[src/rtl/swt_pkg.sv]
// Shared types and constants for the shell word tokenizer.
`timescale 1ns / 1ps
`default_nettype none

package swt_pkg;

    localparam int DEF_MAX_WORDS = 16;
    localparam int DEF_MAX_LEN   = 64;

    // Results one input character can cause, and the width of a count of them
    localparam int MAX_RES   = 4;
    localparam int RES_IDX_W = $clog2(MAX_RES);
    localparam int RES_CNT_W = $clog2(MAX_RES + 1);

    localparam logic [7:0] CH_SPACE  = 8'h20;
    localparam logic [7:0] CH_TAB    = 8'h09;
    localparam logic [7:0] CH_BSLASH = 8'h5C;
    localparam logic [7:0] CH_SQUOTE = 8'h27;
    localparam logic [7:0] CH_DQUOTE = 8'h22;
    localparam logic [7:0] CH_DOLLAR = 8'h24;

    typedef enum logic [2:0] {
        MODE_TOP    = 3'd0,
        MODE_ESC    = 3'd1,
        MODE_SQ     = 3'd2,
        MODE_DQ     = 3'd3,
        MODE_DQ_ESC = 3'd4
    } mode_t;

    typedef enum logic [1:0] {
        KIND_CHAR     = 2'd0,
        KIND_WORD_END = 2'd1,
        KIND_LINE_END = 2'd2
    } kind_t;

    typedef struct packed {
        kind_t       kind;
        logic [7:0]  data;
        logic [4:0]  word_number;
        logic [5:0]  word_length;
        logic        run_last;
    } res_t;

endpackage

`default_nettype wire

[src/rtl/swt_step.sv]
// Next-state and result-group logic for one registered character.
`timescale 1ns / 1ps
`default_nettype none

module swt_step
    import swt_pkg::*;
#(
    parameter int MAX_WORDS = DEF_MAX_WORDS,
    parameter int MAX_LEN   = DEF_MAX_LEN,
    parameter int LEN_W     = $clog2(MAX_LEN),
    parameter int CNT_W     = $clog2(MAX_WORDS + 1)
)
(
    input  wire mode_t                     mode,
    input  wire logic [LEN_W-1:0]          len,
    input  wire logic [CNT_W-1:0]          cnt,
    input  wire logic [7:0]                ch,
    input  wire logic                      is_final,
    output mode_t                          mode_next,
    output logic [LEN_W-1:0]               len_next,
    output logic [CNT_W-1:0]               cnt_next,
    output res_t [MAX_RES-1:0]             res,
    output logic [RES_CNT_W-1:0]           res_n
);

    typedef struct packed {
        mode_t                  mode;
        logic [LEN_W-1:0]       len;
        logic [CNT_W-1:0]       cnt;
        logic [RES_CNT_W-1:0]   n;
        res_t [MAX_RES-1:0]     res;
    } work_t;

    function automatic work_t push_char(work_t w, logic [7:0] c);
        work_t r;
        r = w;
        if (w.len < LEN_W'(MAX_LEN - 1))
        begin
            r.len = w.len + 1'b1;
            r.res[w.n[RES_IDX_W-1:0]] = '{KIND_CHAR, c, 5'(w.cnt), 6'(r.len), 1'b0};
            r.n = w.n + 1'b1;
        end
        return r;
    endfunction

    function automatic work_t end_word(work_t w);
        work_t r;
        r = w;
        if (w.len != '0)
        begin
            r.res[w.n[RES_IDX_W-1:0]] =
                '{KIND_WORD_END, 8'd0, 5'(w.cnt), 6'(w.len), 1'b0};
            r.n   = w.n + 1'b1;
            r.cnt = w.cnt + 1'b1;
            r.len = '0;
        end
        r.mode = MODE_TOP;
        return r;
    endfunction

    // Close the word as soon as it is full
    function automatic work_t cap_check(work_t w);
        work_t r;
        r = w;
        if (w.len >= LEN_W'(MAX_LEN - 1))
        begin
            r = end_word(w);
        end
        return r;
    endfunction

    work_t w;

    always_comb
    begin
        w.mode = mode;
        w.len  = len;
        w.cnt  = cnt;
        w.n    = '0;
        w.res  = '0;

        if (cnt < CNT_W'(MAX_WORDS))
        begin
            unique case (mode)
                MODE_ESC:
                begin
                    w.mode = MODE_TOP;
                    w = push_char(w, ch);
                    w = cap_check(w);
                end
                MODE_SQ:
                begin
                    if (ch == CH_SQUOTE)
                    begin
                        w.mode = MODE_TOP;
                        w = cap_check(w);
                    end
                    else
                    begin
                        w = push_char(w, ch);
                    end
                end
                MODE_DQ:
                begin
                    if (ch == CH_DQUOTE)
                    begin
                        w.mode = MODE_TOP;
                        w = cap_check(w);
                    end
                    else if (ch == CH_BSLASH)
                    begin
                        // keep a trailing backslash literally
                        if (is_final)
                        begin
                            w = push_char(w, CH_BSLASH);
                        end
                        else
                        begin
                            w.mode = MODE_DQ_ESC;
                        end
                    end
                    else
                    begin
                        w = push_char(w, ch);
                    end
                end
                MODE_DQ_ESC:
                begin
                    w.mode = MODE_DQ;
                    if (ch == CH_BSLASH || ch == CH_DQUOTE || ch == CH_DOLLAR)
                    begin
                        w = push_char(w, ch);
                    end
                    else
                    begin
                        w = push_char(w, CH_BSLASH);
                        w = push_char(w, ch);
                    end
                end
                default:
                begin
                    w.mode = MODE_TOP;
                    if (ch == CH_SPACE || ch == CH_TAB)
                    begin
                        w = end_word(w);
                    end
                    else if (ch == CH_BSLASH)
                    begin
                        w.mode = MODE_ESC;
                    end
                    else if (ch == CH_SQUOTE)
                    begin
                        w.mode = MODE_SQ;
                    end
                    else if (ch == CH_DQUOTE)
                    begin
                        w.mode = MODE_DQ;
                    end
                    else
                    begin
                        w = push_char(w, ch);
                        w = cap_check(w);
                    end
                end
            endcase
        end

        if (is_final)
        begin
            w = end_word(w);
            w.res[w.n[RES_IDX_W-1:0]] = '{KIND_LINE_END, 8'd0, 5'(w.cnt), 6'd0, 1'b0};
            w.n    = w.n + 1'b1;
            w.mode = MODE_TOP;
            w.len  = '0;
            w.cnt  = '0;
        end

        // flag the last result of the group
        for (int i = 0; i < MAX_RES; i++)
        begin
            w.res[i].run_last = (RES_CNT_W'(i + 1) == w.n);
        end
    end

    assign mode_next = w.mode;
    assign len_next  = w.len;
    assign cnt_next  = w.cnt;
    assign res       = w.res;
    assign res_n     = w.n;

endmodule

`default_nettype wire

[src/rtl/swt_outq.sv]
// Result group register that hands out one result beat per cycle while res_ready is high.
`timescale 1ns / 1ps
`default_nettype none

module swt_outq
    import swt_pkg::*;
(
    input  wire logic                   clk,
    input  wire logic                   rst_n,
    input  wire logic                   load,
    input  wire res_t [MAX_RES-1:0]     load_res,
    input  wire logic [RES_CNT_W-1:0]   load_n,
    output logic                        can_load,
    output logic                        res_valid,
    input  wire logic                   res_ready,
    output res_t                        head
);

    res_t [MAX_RES-1:0]     q_reg;
    res_t [MAX_RES-1:0]     q_next;
    logic [RES_CNT_W-1:0]   n_reg;
    logic [RES_CNT_W-1:0]   n_next;
    logic                   pop;

    assign res_valid = (n_reg != '0);
    assign pop       = res_valid && res_ready;
    // free once the last beat of the group leaves
    assign can_load  = (n_reg == '0) || (n_reg == RES_CNT_W'(1) && res_ready);
    assign head      = q_reg[0];

    always_comb
    begin
        q_next = q_reg;
        n_next = n_reg;
        if (load)
        begin
            q_next = load_res;
            n_next = load_n;
        end
        else if (pop)
        begin
            for (int i = 0; i < MAX_RES - 1; i++)
            begin
                q_next[i] = q_reg[i + 1];
            end
            n_next = n_reg - 1'b1;
        end
    end

    always_ff @(posedge clk or negedge rst_n)
    begin
        if (!rst_n)
        begin
            n_reg <= '0;
        end
        else
        begin
            n_reg <= n_next;
        end
    end

    always_ff @(posedge clk)
    begin
        q_reg <= q_next;
    end

endmodule

`default_nettype wire

[src/rtl/shell_word_tokenizer_core.sv]
// Top level of the shell word tokenizer: input register, scan state, result queue.
//
//  channel  direction  handshake                payload
//  item     in         item_valid / item_ready  ch, is_final
//  res      out        res_valid / res_ready    kind, data, word_number, word_length, run_last
//
// One character is registered, then decoded combinationally into a group of up to
// four result beats held in the result queue. The next character waits in the input
// register until the last beat of the group leaves through the single result port.
// Reset returns the scanner to between words with no word counted. A stalled res_ready
// holds the group and, once the input register is full, item_ready.
`timescale 1ns / 1ps
`default_nettype none

module shell_word_tokenizer_core
    import swt_pkg::*;
#(
    parameter int MAX_WORDS = DEF_MAX_WORDS,
    parameter int MAX_LEN   = DEF_MAX_LEN
)
(
    input  wire logic        clk,
    input  wire logic        rst_n,
    input  wire logic        item_valid,
    output logic             item_ready,
    input  wire logic [7:0]  ch,
    input  wire logic        is_final,
    output logic             res_valid,
    input  wire logic        res_ready,
    output logic [1:0]       kind,
    output logic [7:0]       data,
    output logic [4:0]       word_number,
    output logic [5:0]       word_length,
    output logic             run_last
);

    localparam int LEN_W = $clog2(MAX_LEN);
    localparam int CNT_W = $clog2(MAX_WORDS + 1);

    logic                   in_valid_reg;
    logic [7:0]             ch_reg;
    logic                   fin_reg;

    mode_t                  mode_reg;
    mode_t                  mode_next;
    logic [LEN_W-1:0]       len_reg;
    logic [LEN_W-1:0]       len_next;
    logic [CNT_W-1:0]       cnt_reg;
    logic [CNT_W-1:0]       cnt_next;

    res_t [MAX_RES-1:0]     grp_res;
    logic [RES_CNT_W-1:0]   grp_n;
    logic                   can_load;
    logic                   advance;
    res_t                   head;

    assign advance    = in_valid_reg && can_load;
    assign item_ready = !in_valid_reg || advance;

    always_ff @(posedge clk or negedge rst_n)
    begin
        if (!rst_n)
        begin
            in_valid_reg <= 1'b0;
            mode_reg     <= MODE_TOP;
            len_reg      <= '0;
            cnt_reg      <= '0;
        end
        else
        begin
            if (item_ready)
            begin
                in_valid_reg <= item_valid;
            end
            if (advance)
            begin
                mode_reg <= mode_next;
                len_reg  <= len_next;
                cnt_reg  <= cnt_next;
            end
        end
    end

    always_ff @(posedge clk)
    begin
        if (item_valid && item_ready)
        begin
            ch_reg  <= ch;
            fin_reg <= is_final;
        end
    end

    swt_step #(
        .MAX_WORDS (MAX_WORDS),
        .MAX_LEN   (MAX_LEN),
        .LEN_W     (LEN_W),
        .CNT_W     (CNT_W)
    ) u_step (
        .mode      (mode_reg),
        .len       (len_reg),
        .cnt       (cnt_reg),
        .ch        (ch_reg),
        .is_final  (fin_reg),
        .mode_next (mode_next),
        .len_next  (len_next),
        .cnt_next  (cnt_next),
        .res       (grp_res),
        .res_n     (grp_n)
    );

    swt_outq u_outq (
        .clk       (clk),
        .rst_n     (rst_n),
        .load      (advance),
        .load_res  (grp_res),
        .load_n    (grp_n),
        .can_load  (can_load),
        .res_valid (res_valid),
        .res_ready (res_ready),
        .head      (head)
    );

    assign kind        = head.kind;
    assign data        = head.data;
    assign word_number = head.word_number;
    assign word_length = head.word_length;
    assign run_last    = head.run_last;

endmodule

`default_nettype wire

[config.mk]
export PLATFORM = sky130hd
export DESIGN_NAME = shell_word_tokenizer_core
export DESIGN_NICKNAME = d
export VERILOG_FILES = /design/src/rtl/swt_pkg.sv /design/src/rtl/swt_step.sv /design/src/rtl/swt_outq.sv /design/src/rtl/shell_word_tokenizer_core.sv
export SDC_FILE = /design/constraint.sdc
export NUM_CORES = 1
export LEC_CHECK = 0
export BUFFER_PORTS_ARGS = -buffer_cell sky130_fd_sc_hd__clkbuf_2
export CORE_UTILIZATION = 50
export CTS_CLUSTER_DIAMETER = 120
export DETAILED_ROUTE_END_ITERATION = 10
export PLACE_DENSITY = 0.72
export SYNTH_ARGS = -nofsm -noshare
export SYNTH_HDL_FRONTEND = slang
export SYNTH_HIERARCHICAL = 1
export SYNTH_SLANG_ARGS = --single-unit
[constraint.sdc]
create_clock -name clk -period 7.25 [get_ports clk]
set_clock_uncertainty 0.15 [all_clocks]
set_input_delay 0.725 -clock clk [delete_from_list [all_inputs] [get_ports clk]]
set_output_delay 0.725 -clock clk [all_outputs]
set_load 0.03 [all_outputs]
==> results summary, run 1 <==
The count of cell types in the netlist came out at a little over 100. The top flip-flop cell by instance count after synthesis is sky130_fd_sc_hd__edfxtp_1. The number of buffers added on ports is 36.

CTS built an H-tree with a depth of 4. The slew at the pin closest to its max-slew limit is approximately 1.1 ns. VDD sags by at most 0.0004732 V. The sequential share of the synthesized area came out at roughly 36%. The worst setup path is launched from a register. The largest individual stage delay along the critical path comes from the cell sky130_fd_sc_hd__o31ai_1. For this design the static power due to leakage is 3.977 nW. The worst hold margin is ~0.11 ns.

The total routing resource utilization after global routing is between 30% and 40%. TritonCTS built the clock tree. After synthesis, the mean cell area works out to roughly 9.5 µm². The final period demand of the worst path came out at approximately 6.7 ns. Ranked by total cell area, the synthesized netlist is headed by sky130_fd_sc_hd__edfxtp_1 (31%), sky130_fd_sc_hd__mux2_4 (7.8%), sky130_fd_sc_hd__dfrtp_1 (4.8%), sky130_fd_sc_hd__mux2_2 (3.6%), sky130_fd_sc_hd__ha_1 (3.2%).

By count the netlist is led by sky130_fd_sc_hd__edfxtp_1 (97), sky130_fd_sc_hd__nor2_1 (78), sky130_fd_sc_hd__nand2_1 (76). The parity-gate share of the synthesized area counting xor and xnor cells is about 1.8%. The final-report max-slew violation count came out at 0. The start-to-end type of the worst setup path is register to register. The DRC violation count after routing came out at 3. The number of standard cells in the layout, taps in and fillers out is approximately 1,200. The total number of vias is 8,581. The clock tree root driver cell is sky130_fd_sc_hd__clkbuf_16.

The flow ran to the end, but the final reports show violations. The synthesized design spends more area on one cell type than any other, namely sky130_fd_sc_hd__edfxtp_1. Dividing the detail-routed wire length by the instance count gives between 20 and 30 µm. The final count of hold timing violations is 0. The placed wire-length estimate came out at 21.88 mm.

STA classifies the critical path endpoint as a register. The largest fanout of any net on the critical path is 9. The cell area after layout is just over 10,000 µm². The first routing iteration left 1,357 violations.

The number of flip-flops under the largest register name is 66. The die covers 19,350 µm². After detailed placement, the total cell area comes to approximately 9600 µm².

After Yosys synthesis, full adders, half adders and majority gates account for around 3.3% of the synthesized area. The clock sink count is 115. Of all flip-flops after synthesis, the portion carrying an async set or reset was between 10% and 20%.

The number of nets at the end of the flow came out at 1,030. The starting utilization of the core area is 51.62%. The total clock buffers created by CTS came out at 17.

No sink is reached through more buffers than the 2 on the longest clock path. Once placement completed, the tool counted placed cells totaling ~1,200. The floorplan row count came out at between 40 and 50. The number of ports placed on the die boundary is 37. The most numerous cell type found on the critical path is sky130_fd_sc_hd__ha_1. The number of filler instances in the final layout came out at 1,605. Cells fill about 56% of the core in the end. The final wirelength came out at approximately 31 mm. The first detailed-routing pass ran for 11 iterations. The number of cells upsized or downsized after cts is 0. The critical path goes through ha_1, and4_1, nand2_4, ha_1, inv_1, ha_1, nand2_1, a311oi_1, a31oi_1, o31ai_1, o2111ai_2, a222oi_1, nand4b_1, a21oi_1, inv_1, ha_1, nand2_1, inv_1, nor2_1, o21ai_0, nor4_1, mux2_2. The number of nets with antenna violations after routing is 0. Synthesis produced a netlist whose cell count is approximately 1,000. In the final layout, flip-flops and latches occupy approximately 3400 µm². The summed instance area of the synthesized netlist came out at 9399 µm². The setup violation total in the final timing report is 0.

The detailed-route vias per instance is 6.948. The via count of the first global-routing pass came out at ~8,000. For this run, the top clock speed supported by timing is roughly 150 MHz. Of the cells placed in the final design, the portion with a size suffix greater than 1 is 22.17%. After clock tree synthesis, the flow added hold-fix buffers numbering 0. Total power for the finished layout comes to approximately 4.4 mW. The highest cell delay on the worst timing path came out at 0.52 ns. The source-to-sink clock delay at the later pin of the worst-skew pair came out at approximately 0.43 ns. In the post-synthesis netlist, the cell with the most instances is sky130_fd_sc_hd__edfxtp_1. The checks that failed: design-rule violations.

The worst slack after detailed placement is approximately 0.84 ns. The number of buffer and inverter stages on the critical path came out at 3. By area, the combinational part of the netlist is dominated by simple AND/OR/NAND/NOR gates.

Setup repair after global routing left no endpoint under its margin. Buffers added to address setup during post-CTS repair amount to 0. Measured against the total synthesized area, the mux share comes to between 10 and 15%. The clock edge transition at the registers on the reported setup and hold paths is around 0.06 ns. The final cycle utilization of the critical path came out at between 90% and 100%. The worst path meets setup with between 0.5 and 0.6 ns of slack. Summing the areas of all and, or, nand and nor instances in the mapped netlist gives 19.32% of the synthesized area. The total area of multi-input combinational cells is approximately 5300 µm². The standard cell core area came out at 18,210 µm². The post-synthesis to final-layout area growth is 8.639%. The synthesized-area fraction occupied by ao, oa, aoi and oai cells is between 10% and 20%. The number of register bits inferred by synthesis is 115. During synthesis, Yosys emitted a total of 6 warnings. The top cell type by area accounts for between 30% and 40% of the synthesized area. For this run the aggregate overflow at the end of global routing stands at 0. The largest net degree at the start of global routing came out at 67. The class of the tightest hold or removal check is input pin to asynchronous set/reset pin. The floorplan step set the die height to ~140 µm. The count of flip-flops with a built-in enable after synthesis is 97. The number of antenna repair diodes is 0. The final setup TNS came out at 0 ns. The die extent in x is between 100 and 150 µm. The power density over the cells is about 430 nW/µm². The remaining max-slew budget at the tightest pin is approximately 30%. The critical path data arrival time came out at roughly 6.9 ns. Across the run, the number of max-cap violations was 0. The number of antenna violations at the first check in global routing is 0. The required time at the worst-slack endpoint came out at 7.40 ns. The top cell family by delay on the critical path is compound AO/OA/AOI/OAI gates. The global-route wire length before repair came out at ~49 mm. The weighted congestion reported at the end of routability-driven placement is approximately 1.1.
[path summary, 6_finish.rpt]
check / from / end / slack [ns] / cells past startpoint
max: len_reg[1] / u_outq/head[15] / 0.53 / 22
min: rst_n / len_reg[1] / 0.11 / 1
max reg2reg: len_reg[1] / u_outq/head[15] / 0.53 / 22
min reg2reg: u_outq/q_reg[85] / u_outq/q_reg[63] / 0.37 / 1
max in group asynchronous: rst_n / len_reg[3] / 6.50 / 1
min in group clk: ch[0] / ch_reg[0] / 0.32 / 1
[report_power, final]
part           total, mW  internal (mW)  leakage, nW  switching [mW]
registers           1.32           1.17         1.20           0.156
logic               2.20          0.852         2.48            1.35
clock network      0.879          0.522        0.296           0.357
[placed cells by master (no fill, tap or decap), types with 7 or more instances in the layout]
cell	Yosys	routed
sky130_fd_sc_hd__nand2b_1	8	8
sky130_fd_sc_hd__a21oi_1	55	55
sky130_fd_sc_hd__a32o_1	7	7
sky130_fd_sc_hd__nor4b_1	9	9
sky130_fd_sc_hd__o22ai_1	9	9
sky130_fd_sc_hd__mux2_2	30	30
sky130_fd_sc_hd__ha_1	24	24
sky130_fd_sc_hd__o21ai_0	58	58
sky130_fd_sc_hd__or3_1	11	11
sky130_fd_sc_hd__inv_1	31	30
sky130_fd_sc_hd__nand2_1	76	76
sky130_fd_sc_hd__o31ai_1	10	10
sky130_fd_sc_hd__a22oi_1	10	10
sky130_fd_sc_hd__inv_6	0	8
sky130_fd_sc_hd__edfxtp_1	97	97
sky130_fd_sc_hd__clkbuf_2	1	36
sky130_fd_sc_hd__nand3_1	39	39
sky130_fd_sc_hd__conb_1	1	16
sky130_fd_sc_hd__xnor2_1	13	12
sky130_fd_sc_hd__a211oi_1	8	8
sky130_fd_sc_hd__a311oi_1	7	7
sky130_fd_sc_hd__nor3_1	25	25
sky130_fd_sc_hd__nor2_1	78	78
sky130_fd_sc_hd__buf_4	39	41
sky130_fd_sc_hd__and2_1	15	15
sky130_fd_sc_hd__clkbuf_16	0	17
sky130_fd_sc_hd__dfrtp_1	18	18
sky130_fd_sc_hd__mux2_4	49	49
sky130_fd_sc_hd__a31oi_1	9	9
sky130_fd_sc_hd__mux2i_1	7	7
sky130_fd_sc_hd__nand4_1	9	9
sky130_fd_sc_hd__nor4_1	10	10
[kinds of logic (layout without fill, tap and decap cells)]
family                   count (synthesis)  count (layout)
XOR/XNOR                                19              19
buffers and inverters                  139             143
AND/OR/NAND/NOR                        338             338
flip-flops                             115             115
multiplexers                            88              88
adder cells (fa/ha/maj)                 25              25
AO/OA/AOI/OAI                          262             262
other                                    1              16
[layout make-up]
class                      count  area share [%]
clock inverter                15           1.764
multi-input combinational    748           52.27
timing repair buffer          77           4.779
inverter                      34           1.274
sequential                   115           32.94
clock buffer                  17           4.166
tap                          229           2.806
[routing by layer]
layer  track usage [%]  vias up  share of wire [%]
met1             44.81     4124                 40
li1                  -     3700                  -
met4             18.36        0                5.8
met2             48.35      617                 42
met5                 0        -                  0
met3             8.564      140                 11
Note: power is estimated with default switching activity, not from simulation.
==> run 2: changes to the inputs <==
BUFFER_PORTS_ARGS = not set   (was -buffer_cell sky130_fd_sc_hd__clkbuf_2)
DONT_BUFFER_PORTS = 1   (was not set)
PLACE_DENSITY = 0.7   (was 0.72)
SETUP_SLACK_MARGIN = 0.5   (was not set)
clock period = 6.8 ns   (was 7.25 ns; I/O delays follow)
==> run 2 against run 1 <==
The flow still finishes with violations (design-rule violations). Combinational power fell by 2%. Largest cell class unchanged. Maximum frequency increased by 12%. Core utilization fell by 0.38 points. Sequential power rose by 19%. Global-route usage up 0.52 points. Worst setup slack improved by 0.28 ns. Routed wire length grew 2.3%. Flip-flop and latch count unchanged. Critical path depth up 1. Cell count fell by 2.3%.
==> results summary, run 2 (synthesis gave the netlist of run 1 again) <==
The total power consumption of the routed design is between 4 and 5 mW. The worst setup path is launched from a register. The DRC violation total after the first TritonRoute iteration came out at around 1,100. The highest cell delay on the worst timing path is around 0.52 ns. After detailed routing, the number of vias per cell comes to 6.923.

The number of placed instances with taps included came out at ~1,200. During I/O placement, the number of pins put on the boundary was 37. The number of standard cells in the layout, taps in and fillers out came out at approximately 1,200. The source-to-sink clock delay at the later pin of the worst-skew pair is roughly 0.43 ns.

The H-tree was split into 4 levels. Setup violations remaining at the end of the flow were counted as 0. Setup repair after global routing left no endpoint under its margin. The register with the most flip-flops in the layout has 66 of them.

Across all layers, the routed design uses between 8,000 and 9,000 vias. Cells with a size suffix above 1 make up between 20% and 30% of the layout. The final-report max-slew violation count came out at 0. The region available for standard cell placement spans around 18,000 µm². Grouping stages by cell kind, the critical path spends the most delay in simple AND/OR/NAND/NOR gates.

Compared with the post-synthesis result, the final layout area differs by 7.894%. The total clock buffers created by CTS is 17. The average wire per standard cell is about 27 µm.

The cell sitting at the root of the clock tree is a sky130_fd_sc_hd__clkbuf_16. The terminating pin of the worst hold path is ch_reg[5]. The clock share of power is around a fifth.

Leaving out fill and tap cells, the most frequent cell in the layout is sky130_fd_sc_hd__edfxtp_1. The peak supply drop came out at approximately 0.00060 V. At the end of the flow, the number of nets in the layout was approximately 1,000. The final setup TNS is 0 ns.

The final count of hold timing violations is 0. The number of nets with antenna violations after routing is 0. The overall die height is roughly 140 µm. The clock period could shrink to between 5 and 6 ns. The checks that failed: design-rule violations.

The starting utilization of the core area came out at about half. The routed design has approximately 32 mm of wire. The critical path contains buffers and inverters numbering 5 combined.

The fmax came out at between 150 and 200 MHz. The setup slack of the worst register-to-register path came out at about 0.81 ns. TritonCTS built the clock tree. The final cycle utilization of the critical path is approximately nine tenths. Entering global routing, the biggest net connects 67 pins.

For the pin with the worst max-slew slack, the measured transition is ~1.1 ns. Counting instances, the worst hold path has a depth of 0. The total routing resource utilization after global routing came out at about a third. The critical path's most frequent cell is sky130_fd_sc_hd__ha_1. The first global-routing pass estimated between 40 and 50 mm of wire.

The cell internal power dissipation is around 2.7 mW. The DRC violation count after routing is 2. Once detailed placement completed, the half-perimeter wirelength came to around 23 mm.

The combinational cell fraction of total power came out at a little under half. The largest fanout of any net on the critical path came out at 18. For this run the aggregate overflow at the end of global routing stands at 0. The total leakage power is around 3.9 nW. The area enclosed by the die boundary came out at about 19,000 µm². The weighted congestion reported at the end of routability-driven placement came out at slightly above 1. In the layout the commonest cells are sky130_fd_sc_hd__edfxtp_1 (97), sky130_fd_sc_hd__nor2_1 (77), sky130_fd_sc_hd__nand2_1 (76). The kind of capture point of the worst setup path is a register. After clock tree synthesis, the clock-pin slew on the worst setup and hold paths is roughly 0.060 ns.

The number of antenna violations at the first check in global routing is 0. Among all stages on the critical path, the largest delay is contributed by sky130_fd_sc_hd__or3_1. Traced cell by cell, the critical path runs through ha_1, and4_1, nand2_4, buf_4, inv_2, or3_1, nor3_1, nand3_1, ha_1, nor4_2, o311a_1, a311oi_2, inv_1, ha_1, a21oi_2, inv_1, ha_1, inv_1, nand2_1, or3_1, o21ai_0, a22oi_1, mux2_4. The class of the tightest hold or removal check is input pin to register. The number of buffers added on ports came out at 0.

The via count of the first global-routing pass came to about 8,000. The required time at the worst-slack endpoint came out at about 7 ns. The floorplan step set the die width to roughly 140 µm. The fraction of power spent switching nets is 41.38%. The first-pass detailed-route iteration total came out at 9. The worst register-to-register path begins at len_reg[1]. The run finished, with violations left. The part of the power in registers is between 30% and 40%. The number of cells on the worst reg-to-reg path is 23.

The number of antenna repair diodes came out at 0. The number of max-capacitance violations reported is 0. The number of buffers inserted to repair setup after CTS is 0. For the worst setup path, the data arrival time is roughly 6 ns. The maximum clock insertion buffer count came out at 2. The worst hold path begins at ch[5]. The endpoint identified for the worst register-to-register timing path is u_outq/q_reg[29]. The critical path is of the register to register type.

Measured against its own limit, the worst slew margin works out to between 20% and 30%. The power density over the cells came out at ~460 nW/µm². The clock sink count came out at 115.

In this run the power spent charging and discharging nets is 1.933 mW. The floorplan row count is between 40 and 50.
==> run 2: cell types whose count changed in the layout (fill, tap and decap cells not counted), sizes merged <==
cell / change
buf: +6
inv: -10
clkinvlp: +2
bufinv: +2
clkinv: +4
dlygate4sd3: +1
clkbuf: -34
==> run 2: timing repair <==
action                                  CTS  global route
hold buffers                              1             0
endpoints found under the setup margin    4            27
hold endpoints to repair                 18             0
resized for setup                         1             9
==> run 2: metal layers <==
metal  vias to the layer above  track usage, %  part of all wire [%]
li1                       3647               -                     -
met4                         0           16.55                   4.9
met2                       586           50.88                    44
met5                         -               0                     0
met3                        91           8.667                    10
met1                      4025           44.88                    41
==> run 2: worst max path at each step <==
stage / from / to / slack, ns / cells past startpoint
2_1_floorplan: len_reg[1] / u_outq/q_reg[29] / 0.54 / 30
3_3_place_gp: len_reg[0] / u_outq/head[13] / 0.57 / 24
3_5_place_dp: len_reg[0] / u_outq/head[19] / 0.50 / 24
4_1_cts: len_reg[0] / u_outq/head[19] / 0.57 / 24
5_1_grt: len_reg[1] / u_outq/q_reg[29] / 0.51 / 23
6_report: len_reg[1] / u_outq/q_reg[29] / 0.81 / 23
==> run 2: power by group through the flow <==
stage / registers [mW] / logic, mW / clock network, mW
2_1_floorplan: 1.33 / 1.87 / 0
3_3_place_gp: 1.57 / 2.06 / 0
3_5_place_dp: 1.58 / 2.07 / 0
4_1_cts: 1.57 / 2.09 / 0.956
5_1_grt: 1.60 / 2.29 / 0.987
6_report: 1.57 / 2.15 / 0.950
==> run 2: area by class of cell <==
class | instances | area (µm²)
clock buffers | 19 | 432.9
clock inverters | 13 | 183.9
fillers | 1576 | 8068
inverters | 34 | 130.1
multi-input cells | 748 | 5380
flip-flops and latches | 115 | 3364
well taps | 229 | 286.5
repair buffers | 48 | 362.8
==> run 2: metrics by stage <==
step / util, % / cell area [µm²] / worst slack [ns] / hold slack (ns)
after floorplan: - / 9457 / 0.5390 / 0.2344
after global placement: 52.05 / 9478 / 0.5682 / 0.2349
after detailed placement: 52.05 / 9478 / 0.4971 / 0.2350
after CTS: 55.53 / 10110 / 0.5724 / 0.1934
after global routing: 55.69 / 10140 / 0.5122 / 0.1872
final: 55.69 / 10140 / 0.8133 / 0.2012
==> run 3: changes to the inputs <==
CTS_BUF_LIST = sky130_fd_sc_hd__clkbuf_4   (was not set)
==> run 3 against run 2 <==
The run still ends with design-rule violations left. Critical path depth is the same. Count of clock-buffer cells in the layout is the same. Global-route usage shrank 0.43 points. Maximum frequency shrank 0.45%. Sequential power is essentially flat. Cell count grew 0.17%. Power shrank 8.3%. Combinational power is essentially flat. Core utilization shrank 1.5 points. Routed wire length shrank 1.6%. Largest cell class unchanged. Highest routed layer unchanged.
==> results summary, run 3 (synthesis gave the netlist of run 1 again) <==
The number of buffers inserted to repair setup after CTS came out at 0. The register with the most flip-flops in the layout has 66 of them. The class of the tightest hold or removal check is input pin to register. The most common library cell in the layout ignoring fill and taps is sky130_fd_sc_hd__edfxtp_1. Clock tree synthesis selected as its root buffer the cell sky130_fd_sc_hd__clkbuf_4. 37 I/O pins were placed. The fraction of layout cells with a size suffix above 1 came out at a little over a fifth.

The beginning of the worst register-to-register path is len_reg[0]. The wire-length estimate of the detail-placed layout is ~23 mm. The total power consumption of the routed design came out at between 4 and 5 mW. Headroom to the max-slew limit came out at between 20% and 30%. Summed over all nets, wire length on met2 after detailed routing comes to about 14 mm. For this design the ratio of total power to cell area is 434.4 nW/µm². The source-to-sink clock delay at the later pin of the worst-skew pair is 0.56 ns. Setup repair after global routing left no endpoint under its margin. The weighted congestion reported at the end of routability-driven placement is ~1. The TritonCTS clock tree is built. The total leakage power is roughly 3.7 nW. The largest fanout of any net on the critical path is 18. The final count of hold timing violations was 0. The start-to-end type of the worst setup path is register to register.

The clock sink count is around 120. The DRC violation count after routing is 2. The worst setup path is launched from a register. The detailed-route vias per instance is approximately 6.9.

The tool flagged a number of max-cap violations equal to 0. The slew at the pin closest to its max-slew limit came out at 1.088 ns. The maximum clock insertion buffer count is 2. The die extent in x came out at between 100 and 150 µm. The final setup TNS is 0 ns. The cell area after layout is 9862 µm². The floorplan has 49 rows.

The number of antenna violations at the first check in global routing is 1. The first detailed-routing pass took 9 iterations. For this block, the via count after detailed routing is 8,290. The final cycle utilization of the critical path came out at 88.44%.

The global-route wire length before repair is approximately 48 mm. The number of placed instances with taps included is roughly 1,200. Routed signal wires occupy layers up through met4. From synthesis to final layout, the design area changed by 4.925%. The endpoint identified for the worst register-to-register timing path is u_outq/q_reg[29].

The core region is 18,210 µm². In this run, CTS created clock tree buffers numbering 17. The initial utilization of the core area, before any placement, comes to around half. The H-tree depth is 4. The peak supply drop is 0.0005285 V. The wire length on met1 is 13.12 mm. Entering global routing, the biggest net connects between 60 and 70 pins. The total congestion overflow is 0. The number of buffers added on ports came out at 0. The number of cells on the worst reg-to-reg path is 23. The average wire per standard cell is roughly 26 µm.

The area enclosed by the die boundary is about 19,000 µm². The cell area after placement is 9478 µm². The number of nets at the end of the flow came out at approximately 1,000. The number of standard cells in the layout, taps in and fillers out is between 1,000 and 1,500.

The checks that failed: design-rule violations. The overall die height came out at approximately 140 µm. The via count of the first global-routing pass was slightly below 8,000. STA classifies the critical path endpoint as a register.

Wires add up to approximately 32 mm. The flow ran to the end, but the final reports show violations. The worst hold path terminates at ch_reg[1]. The clock edge transition at the registers on the reported setup and hold paths is 0.12 ns. Counting instances, the worst hold path has a depth of 0.

Setup violations remaining at the end of the flow were counted as 0. The launch instance of the worst min-delay path is ch[1]. At the worst endpoint, the arrival time is a little over 6 ns. The final period demand of the worst path came out at approximately 6.0 ns.

The fmax came out at 166.3 MHz. The total routing resource utilization after global routing came out at 33.26%. The DRC violation total after the first TritonRoute iteration is 1,152. At the worst endpoint, the required time is approximately 7.0 ns.

The detailed-routed wire length on met3 came out at just under 3 mm. The setup slack of the worst register-to-register path is 0.79 ns. The count of nets left with antenna violations once routing finished came out at 0.

The library cells used most frequently in the layout, excluding fill and tap cells, are sky130_fd_sc_hd__edfxtp_1 (97), sky130_fd_sc_hd__nor2_1 (77), sky130_fd_sc_hd__nand2_1 (76). The final-report max-slew violation count came out at 0.
run 3: how the worst max path moves through the flow:
stage	cells after the start	from	end	slack (ns)
3_3_place_gp	24	len_reg[0]	u_outq/head[13]	0.57
4_1_cts	24	len_reg[0]	u_outq/head[19]	0.57
2_1_floorplan	30	len_reg[1]	u_outq/q_reg[29]	0.54
6_report	23	len_reg[0]	u_outq/q_reg[29]	0.79
5_1_grt	23	len_reg[1]	u_outq/q_reg[29]	0.52
3_5_place_dp	24	len_reg[0]	u_outq/head[19]	0.50
run 3: cell type report:
class                      instances  area [µm²]
antenna                            2       5.005
sequential                       115        3364
multi-input combinational        748        5386
timing repair buffer              48       362.8
clock inverter                    13       183.9
inverter                          34       130.1
fill                            1616        8347
tap                              229       286.5
clock buffer                      19       142.6
run 3: timing repair:
action | 4_1_cts | 5_1_grt
hold buffers | 1 | 0
gates resized for setup | 1 | 10
setup endpoints to repair | 4 | 27
endpoints found under the hold margin | 18 | 0
run 3: metal layers:
layer  vias up  track usage (%)
met5         -                0
met4         0            19.24
met3       106            7.286
met2       544            49.49
met1      3997            44.62
li1       3643                -
run 3: per-stage QoR:
| stage | util (%) | setup slack, ns | hold WS (ns) |
|---|---|---|---|
| global route | 54.16 | 0.5165 | 0.03456 |
| finish | 54.16 | 0.7863 | 0.06850 |
| floorplan | - | 0.5390 | 0.2344 |
| global placement | 52.05 | 0.5682 | 0.2349 |
| detailed placement | 52.05 | 0.4971 | 0.2350 |
| CTS | 53.93 | 0.5680 | 0.03346 |
run 3: report_power, final:
group,internal [mW],switching (mW)
combinational,0.875,1.26
clock,0.300,0.282
sequential,1.25,0.322
total,2.42,1.86
run 3: worst max-delay path: stages (launching register included):
cell and delay (ns):
sky130_fd_sc_hd__dfrtp_2 0.52, sky130_fd_sc_hd__ha_1 0.26, sky130_fd_sc_hd__and4_1 0.26, sky130_fd_sc_hd__nand2_4 0.11, sky130_fd_sc_hd__buf_4 0.27, sky130_fd_sc_hd__inv_2 0.15, sky130_fd_sc_hd__or3_1 0.52, sky130_fd_sc_hd__nor3_1 0.22
sky130_fd_sc_hd__nand3_1 0.13, sky130_fd_sc_hd__ha_1 0.35, sky130_fd_sc_hd__nor4_2 0.54, sky130_fd_sc_hd__or3_1 0.20, sky130_fd_sc_hd__a311oi_2 0.11, sky130_fd_sc_hd__inv_1 0.12, sky130_fd_sc_hd__ha_1 0.26, sky130_fd_sc_hd__a21oi_2 0.19
sky130_fd_sc_hd__inv_1 0.09, sky130_fd_sc_hd__ha_1 0.25, sky130_fd_sc_hd__inv_1 0.17, sky130_fd_sc_hd__nand2_1 0.13, sky130_fd_sc_hd__or3_1 0.32, sky130_fd_sc_hd__o21ai_0 0.08, sky130_fd_sc_hd__a22oi_1 0.11, sky130_fd_sc_hd__mux2_4 0.28
